--- src/hw/rtl/lms_len_table.sv ---
// ----------------------------------------------------------------------------
// lms_len_table
// per list length memory with valid bits, unwritten lists read as empty
// ----------------------------------------------------------------------------
module lms_len_table #(
  parameter int NUM_LISTS = 8,
  parameter int LEN_W     = 7
) (
  input  logic                                            clk,
  input  logic                                            rst_n,
  input  logic                                            rd_en,
  input  logic [((NUM_LISTS > 1) ? $clog2(NUM_LISTS) : 1)-1:0] rd_addr,
  output logic [LEN_W-1:0]                                rd_len,
  input  logic                                            wr_en,
  input  logic [((NUM_LISTS > 1) ? $clog2(NUM_LISTS) : 1)-1:0] wr_addr,
  input  logic [LEN_W-1:0]                                wr_len
);

  logic [LEN_W-1:0]     len_mem [NUM_LISTS];
  logic [NUM_LISTS-1:0] vld_r;
  logic [LEN_W-1:0]     q_r;
  logic                 q_vld_r;

  // storage write
  always_ff @(posedge clk) begin
    if (wr_en) begin
      len_mem[wr_addr] <= wr_len;
    end
  end

  // valid bits, cleared at once by reset
  always_ff @(posedge clk) begin
    if (!rst_n) begin
      vld_r   <= '0;
      q_vld_r <= 1'b0;
    end else begin
      if (wr_en) begin
        vld_r[wr_addr] <= 1'b1;
      end
      if (rd_en) begin
        q_vld_r <= vld_r[rd_addr];
      end
    end
  end

  // registered read data
  always_ff @(posedge clk) begin
    if (rd_en) begin
      q_r <= len_mem[rd_addr];
    end
  end

  assign rd_len = q_vld_r ? q_r : '0;

endmodule

--- config.mk ---
export PLATFORM = sky130hd
export DESIGN_NAME = lms_len_table
export DESIGN_NICKNAME = d
export VERILOG_FILES = /design/src/hw/rtl/lms_len_table.sv
export SDC_FILE = /design/constraint.sdc
export NUM_CORES = 1
export LEC_CHECK = 0
export BUFFER_PORTS_ARGS = -buffer_cell sky130_fd_sc_hd__buf_2
export CAP_MARGIN = 30
export CELL_PAD_IN_SITES_DETAIL_PLACEMENT = 1
export CELL_PAD_IN_SITES_GLOBAL_PLACEMENT = 1
export CORE_MARGIN = 1.5
export CORE_UTILIZATION = 45
export CTS_CLUSTER_SIZE = 24
export DETAILED_ROUTE_END_ITERATION = 6
export GPL_ROUTABILITY_DRIVEN = 1
export PLACE_DENSITY = 0.79
export RECOVER_POWER = 25
export SETUP_SLACK_MARGIN = 0.3
export SKIP_LAST_GASP = 1
export SLEW_MARGIN = 20
export SYNTH_ARGS = -nofsm -noshare
export SYNTH_HDL_FRONTEND = slang
export SYNTH_SLANG_ARGS = --single-unit
--- constraint.sdc ---
create_clock -name clk -period 3.8 [get_ports clk]
set_clock_uncertainty 0.2 [all_clocks]
set_input_delay 0.76 -clock clk [delete_from_list [all_inputs] [get_ports clk]]
set_output_delay 0.76 -clock clk [all_outputs]
set_load 0.02 [all_outputs]
==> flow_summary.json, run 1 <==
{
  "antenna_found_initial": 0,
  "die_h_microns": 81.64,
  "ys.warnings.count": 0,
  "gp_congestion": 0.6705,
  "worst_slack_ps": 1569,
  "cts_setup_buffers": 0,
  "syn_inst": 134,
  "slowest_stage": "mux4_1",
  "dieWidth_microns": 81.64,
  "min_path_type": "reg2reg",
  "grt_max_degree": 19,
  "critical-path-top-delay-family": "multiplexers",
  "crit_arrival_ps": 2130,
  "hp-start": "vld_r[1]$_SDFFE_PN0P_",
  "fin_crit_sh_pct": 58.72,
  "tritoncts": "built",
  "p_int_mw": 1.304,
  "pwr-share-comb_pct": 5.4,
  "met2WireLength_mm": 2.629,
  "synth_area_sq_um": 2783,
  "p_per_area_nw_per_um2": 517.5,
  "setup_viol": 0,
  "core-area_sq_um": 5956,
  "finalPower_mw": 1.650,
  "path_cells": "buf_2 > mux4_1 > mux2_2",
  "r2r-start": "len_mem[2][1]$_DFFE_PP_",
  "path_buf_inv": 1,
  "swShare_pct": 20.95,
  "n_antenna_cell": 0,
  "relSlewSlack_pct": 35.90,
  "critPathRequiredTime_ps": 3700,
  "start_kind": "input port",
  "overflow": 0,
  "detail_route.first_pass.iterations": 4,
  "portBuffers": 23,
  "period_minus_slack_ps": 2231,
  "ys_seq_elements": 72,
  "dieArea_sq_um": 6664,
  "area_growth_pct": 14.57,
  "top_layer": "met4",
  "htreeDepth": 3,
  "wl_per_cell_microns": 21.37,
  "cts_sinks": 72,
  "pwr-share-clk_pct": 40.1,
  "syn_nets": 151,
  "ctsResizeCount": 0,
  "max_freq_mhz": 448.1,
  "rows": 28,
  "avgSynthCellArea_sq_um": 20.77,
  "tns_ps": 0,
  "crit_type": "in2reg",
  "cts_root_buffer": "clkbuf_8",
  "initial_core_util_pct": 46.72,
  "route.detailed.drc": 0,
  "wl_met3_microns": 189,
  "cap_violations": 0,
  "worst_slew_pin_slew_ps": 958.0,
  "final_cells": 246,
  "place_ws_ps": 1170,
  "p_leak_nw": 1.102,
  "path_clk_slew_ps": 80,
  "p_switching_mw": 0.3457,
  "io_pins": 24,
  "fin_nets": 183,
  "power.share.sequential_pct": 54.6,
  "worstSkewPairLatency_ps": 350,
  "final_max_slew_viol_count": 0,
  "crit_path_max_incr_delay_ps": 640,
  "dpl.hpwl_mm": 3.280,
  "wl_met1_mm": 2.320,
  "ys_seq_area_share_pct": 74.46,
  "dpl.cell_count": 228,
  "rsz0062_at_grt": "false",
  "end_kind": "flip-flop",
  "grt_pass1_vias": 1445,
  "cts_buffers": 9,
  "vias": 1342,
  "drt_iter0_markers": 110,
  "ys_types": 19,
  "crit_start": "rd_addr[0]",
  "wl_mm": 5.257,
  "cp_max_fo": 18,
  "whs_ps": 291.1,
  "holdBufCountCts": 0,
  "via_per_inst": 5.455,
  "clockBufferDepth": 2,
  "finalHoldViolations": 0,
  "grt_pass1_wl_mm": 7.810,
  "final_antenna_net_count": 0,
  "outcome": "finished, final reports clean",
  "track_usage_pct": 17.92,
  "worst_ir_drop_vdd_mv": 0.2027,
  "drive_gt1_share_pct": 29.82
}
placed cells by master, fill, tap and decap left out, types with 4 or more instances in the layout:
| master | n |
|---|---|
| buf_4 | 4 |
| dfxtp_1 | 9 |
| o21a_1 | 8 |
| and2_1 | 7 |
| buf_2 | 17 |
| mux4_2 | 7 |
| nor2_1 | 6 |
| clkbuf_8 | 9 |
| mux2i_1 | 4 |
| edfxtp_1 | 63 |
| mux2_2 | 7 |
| mux4_1 | 8 |
| clkbuf_1 | 7 |
synth_stat cells (all sizes together):
cell / instances / share of area, %
buf: 4 / 1.4
clkbuf: 2 / 0.27
o21ai: 1 / 0.18
mux2i: 4 / 1.4
nand2b: 3 / 0.67
o21a: 8 / 2.2
mux2: 7 / 2.8
dfxtp: 9 / 6.5
nand2: 2 / 0.27
nor3: 2 / 0.36
a21oi: 1 / 0.31
nor2: 6 / 0.81
and2: 7 / 1.6
edfxtp: 63 / 68
mux4: 15 / 13
flip-flops by register name, summed over array words and instances (netlist names):
name,flops
q_vld_r,1
q_r,7
len_mem,56
vld_r,8
power groups by stage:
| stage | registers [mW] | logic (mW) | clock network, mW |
|---|---|---|---|
| final | 0.900 | 0.0883 | 0.661 |
| after global routing | 0.903 | 0.0965 | 0.698 |
| after CTS | 0.901 | 0.0896 | 0.671 |
| after detailed placement | 0.919 | 0.0892 | 0 |
| after global placement | 0.915 | 0.0834 | 0 |
| after floorplan | 0.913 | 0.0588 | 0 |
path summary, 6_finish.rpt:
path,to,slack [ps],cells after the start
max,q_r[1]$_DFFE_PP_,1570,3
min,vld_r[1]$_SDFFE_PN0P_,290,1
max reg2reg,q_r[1]$_DFFE_PP_,2190,2
min reg2reg,vld_r[1]$_SDFFE_PN0P_,290,1
area by class of cell:
cell class	count	area [sq um]
fill	555	2768
sequential	72	2072
multi-input combinational	56	663.1
timing repair buffer	27	137.6
clock buffer	10	127.6
clock inverter	6	93.84
tap	75	93.84
metal layers:
| layer | track usage [%] | vias to the layer above |
|---|---|---|
| met3 | 5.000 | 10 |
| met2 | 28.35 | 35 |
| met4 | 10.51 | 0 |
| met5 | 0 | - |
| li1 | - | 607 |
| met1 | 22.10 | 690 |
logic make-up after synthesis:
family	synth area share [%]
AOI/OAI and AO/OA	2.653
buffers and inverters	1.708
DFF	74.46
muxes	17.49
and+or+nand+nor	3.687
per-stage QoR:
step | util [%] | instance area [sq um]
2_1_floorplan | - | 2783
3_3_place_gp | 49.68 | 2959
3_5_place_dp | 49.68 | 2959
4_1_cts | 53.40 | 3181
5_1_grt | 53.53 | 3188
6_report | 53.53 | 3188
(Power assumes the default switching activity.)
==> inputs of run 2 (changes only) <==
==> constraint.sdc (replaced) <==
create_clock -name clk -period 2.1 [get_ports clk]
set_clock_uncertainty 0.2 [all_clocks]
set_input_delay 0.42 -clock clk [delete_from_list [all_inputs] [get_ports clk]]
set_output_delay 0.42 -clock clk [all_outputs]
set_load 0.02 [all_outputs]
==> run 2 against run 1 <==
  * Clock-buffer cell count grew 5
  * Register-to-register slack got worse by 1700 ps
  * Power up 66%
  * Global-route usage is 0.072 points lower
  * Final cell count grew 2.0%
  * Via count grew 1.6%
  * Combinational power grew 88%
  * Worst setup slack worse by 1200 ps
  * First-iteration DRC count decreased by 2.7%
  * Core utilization about the same
  * Critical path type unchanged
  * Critical endpoint is now q_r[0]$_DFFE_PP_
  * Largest power group unchanged
==> flow_summary.json, run 2 (same netlist as run 1, synthesis figures left out) <==
{
  "fillers": 553,
  "grt_max_degree": 19,
  "p_switching_mw": 0.5540,
  "period_minus_slack_ps": 1687,
  "setup_viol": 0,
  "rows": 28,
  "worst_slew_pin_slew_ps": 368.3,
  "htreeDepth": 3,
  "place_ws_ps": 68.96,
  "reg.largest.list": "len_mem (56), vld_r (8), q_r (7)",
  "core-area_sq_um": 5956,
  "worstSkewPairLatency_ps": 330,
  "pwr-share-comb_pct": 6.0,
  "p_int_mw": 2.187,
  "layout_commonest_cell": "edfxtp_1",
  "crit_arrival_ps": 1580,
  "vias": 1364,
  "via_per_inst": 5.434,
  "overflow": 0,
  "p_per_area_nw_per_um2": 859.3,
  "relSlewSlack_pct": 75.44,
  "io_pins": 24,
  "crit_type": "in2reg",
  "initial_core_util_pct": 46.72,
  "power.share.sequential_pct": 59.5,
  "n_antenna_cell": 0,
  "layout_common_cells": "edfxtp_1, buf_2, clkbuf_8",
  "critPathRequiredTime_ps": 1990,
  "cts_buffers": 9,
  "clockBufferDepth": 2,
  "swShare_pct": 20.21,
  "worst_slack_ps": 413.1,
  "max_freq_mhz": 592.8,
  "reg2regPathDepth": 2,
  "portBuffers": 23,
  "cts_root_buffer": "clkbuf_8",
  "area_growth_pct": 14.61,
  "largest_reg_flops": 56,
  "p_leak_nw": 1.114,
  "top_register": "len_mem",
  "min_path_type": "in2reg",
  "die_h_microns": 81.64,
  "drt_iter0_markers": 107,
  "wl_per_cell_microns": 20.52,
  "drive_gt1_share_pct": 30.68,
  "path_clk_slew_ps": 70,
  "gp_congestion": 0.7229,
  "tritoncts": "built",
  "start_kind": "input port",
  "hold_depth": 1,
  "grt_pass1_wl_mm": 7.955,
  "end_kind": "flip-flop",
  "cp_max_fo": 18,
  "wl_mm": 5.151,
  "cts_sinks": 72,
  "dpl.hpwl_mm": 3.490,
  "final_max_slew_viol_count": 0,
  "rsz0062_at_grt": "false",
  "worst_ir_drop_vdd_mv": 0.4688,
  "dieWidth_microns": 81.64,
  "fin_nets": 188,
  "cap_violations": 0,
  "finalPower_mw": 2.741,
  "fin_crit_sh_pct": 80.33,
  "track_usage_pct": 17.85,
  "outcome": "finished, final reports clean",
  "finalHoldViolations": 0,
  "final_antenna_net_count": 0,
  "cts_setup_buffers": 0,
  "detail_route.first_pass.iterations": 4,
  "dieArea_sq_um": 6664,
  "grt_pass1_vias": 1447,
  "pwr-share-clk_pct": 34.5,
  "tns_ps": 0,
  "antenna_found_initial": 0,
  "route.detailed.drc": 0
}
==> run 2: area by class of cell <==
type,count,area [sq um],share of cell area [%]
Clock inverter,1,5.005,0.1569
Multi-Input combinational cell,56,663.1,20.79
Tap cell,75,93.84,2.942
Sequential cell,72,2073,65.01
Clock buffer,15,166.4,5.218
Timing Repair Buffer,32,187.7,5.885
==> run 2: power groups by stage <==
stage	logic [mW]	clock network (mW)	registers [mW]
after CTS	0.172	0.965	1.63
final	0.166	0.945	1.63
after global routing	0.181	1.02	1.63
after detailed placement	0.172	0	1.66
after floorplan	0.109	0	1.65
after global placement	0.158	0	1.66
==> run 2: worst paths after layout <==
check,start,endpoint,slack (ps)
max,rd_addr[0],q_r[0]$_DFFE_PP_,410
min reg2reg,vld_r[4]$_SDFFE_PN0P_,vld_r[4]$_SDFFE_PN0P_,280
min,wr_len[3],len_mem[6][3]$_DFFE_PP_,170
max reg2reg,len_mem[1][0]$_DFFE_PP_,q_r[0]$_DFFE_PP_,490
==> run 2: through the flow <==
step,hold slack (ps),utilization (%),instance area (sq um),std cells
after floorplan,240.0,-,2795,134
after global placement,246.5,50.78,3024,235
after detailed placement,263.0,50.78,3024,235
after CTS,141.5,53.66,3196,251
after global routing,171.5,53.55,3189,251
final,168.9,53.55,3189,251
==> run 2: critical path: stages <==
cell    delay, ps
buf_2         100
buf_12        170
mux4_1        580
mux2_2        290
==> run 2: what timing repair did <==
action                     4_1_cts  5_1_grt
gates resized for setup          0        1
setup endpoints to repair        0        7
hold buffers                     0        0
==> run 2: routing by layer <==
metal / GRT usage [%] / share of wire [%]
met1: 21.72 / 42
met4: 10.34 / 2.3
met2: 29.42 / 52
met5: 0 / 0
met3: 3.889 / 3.5
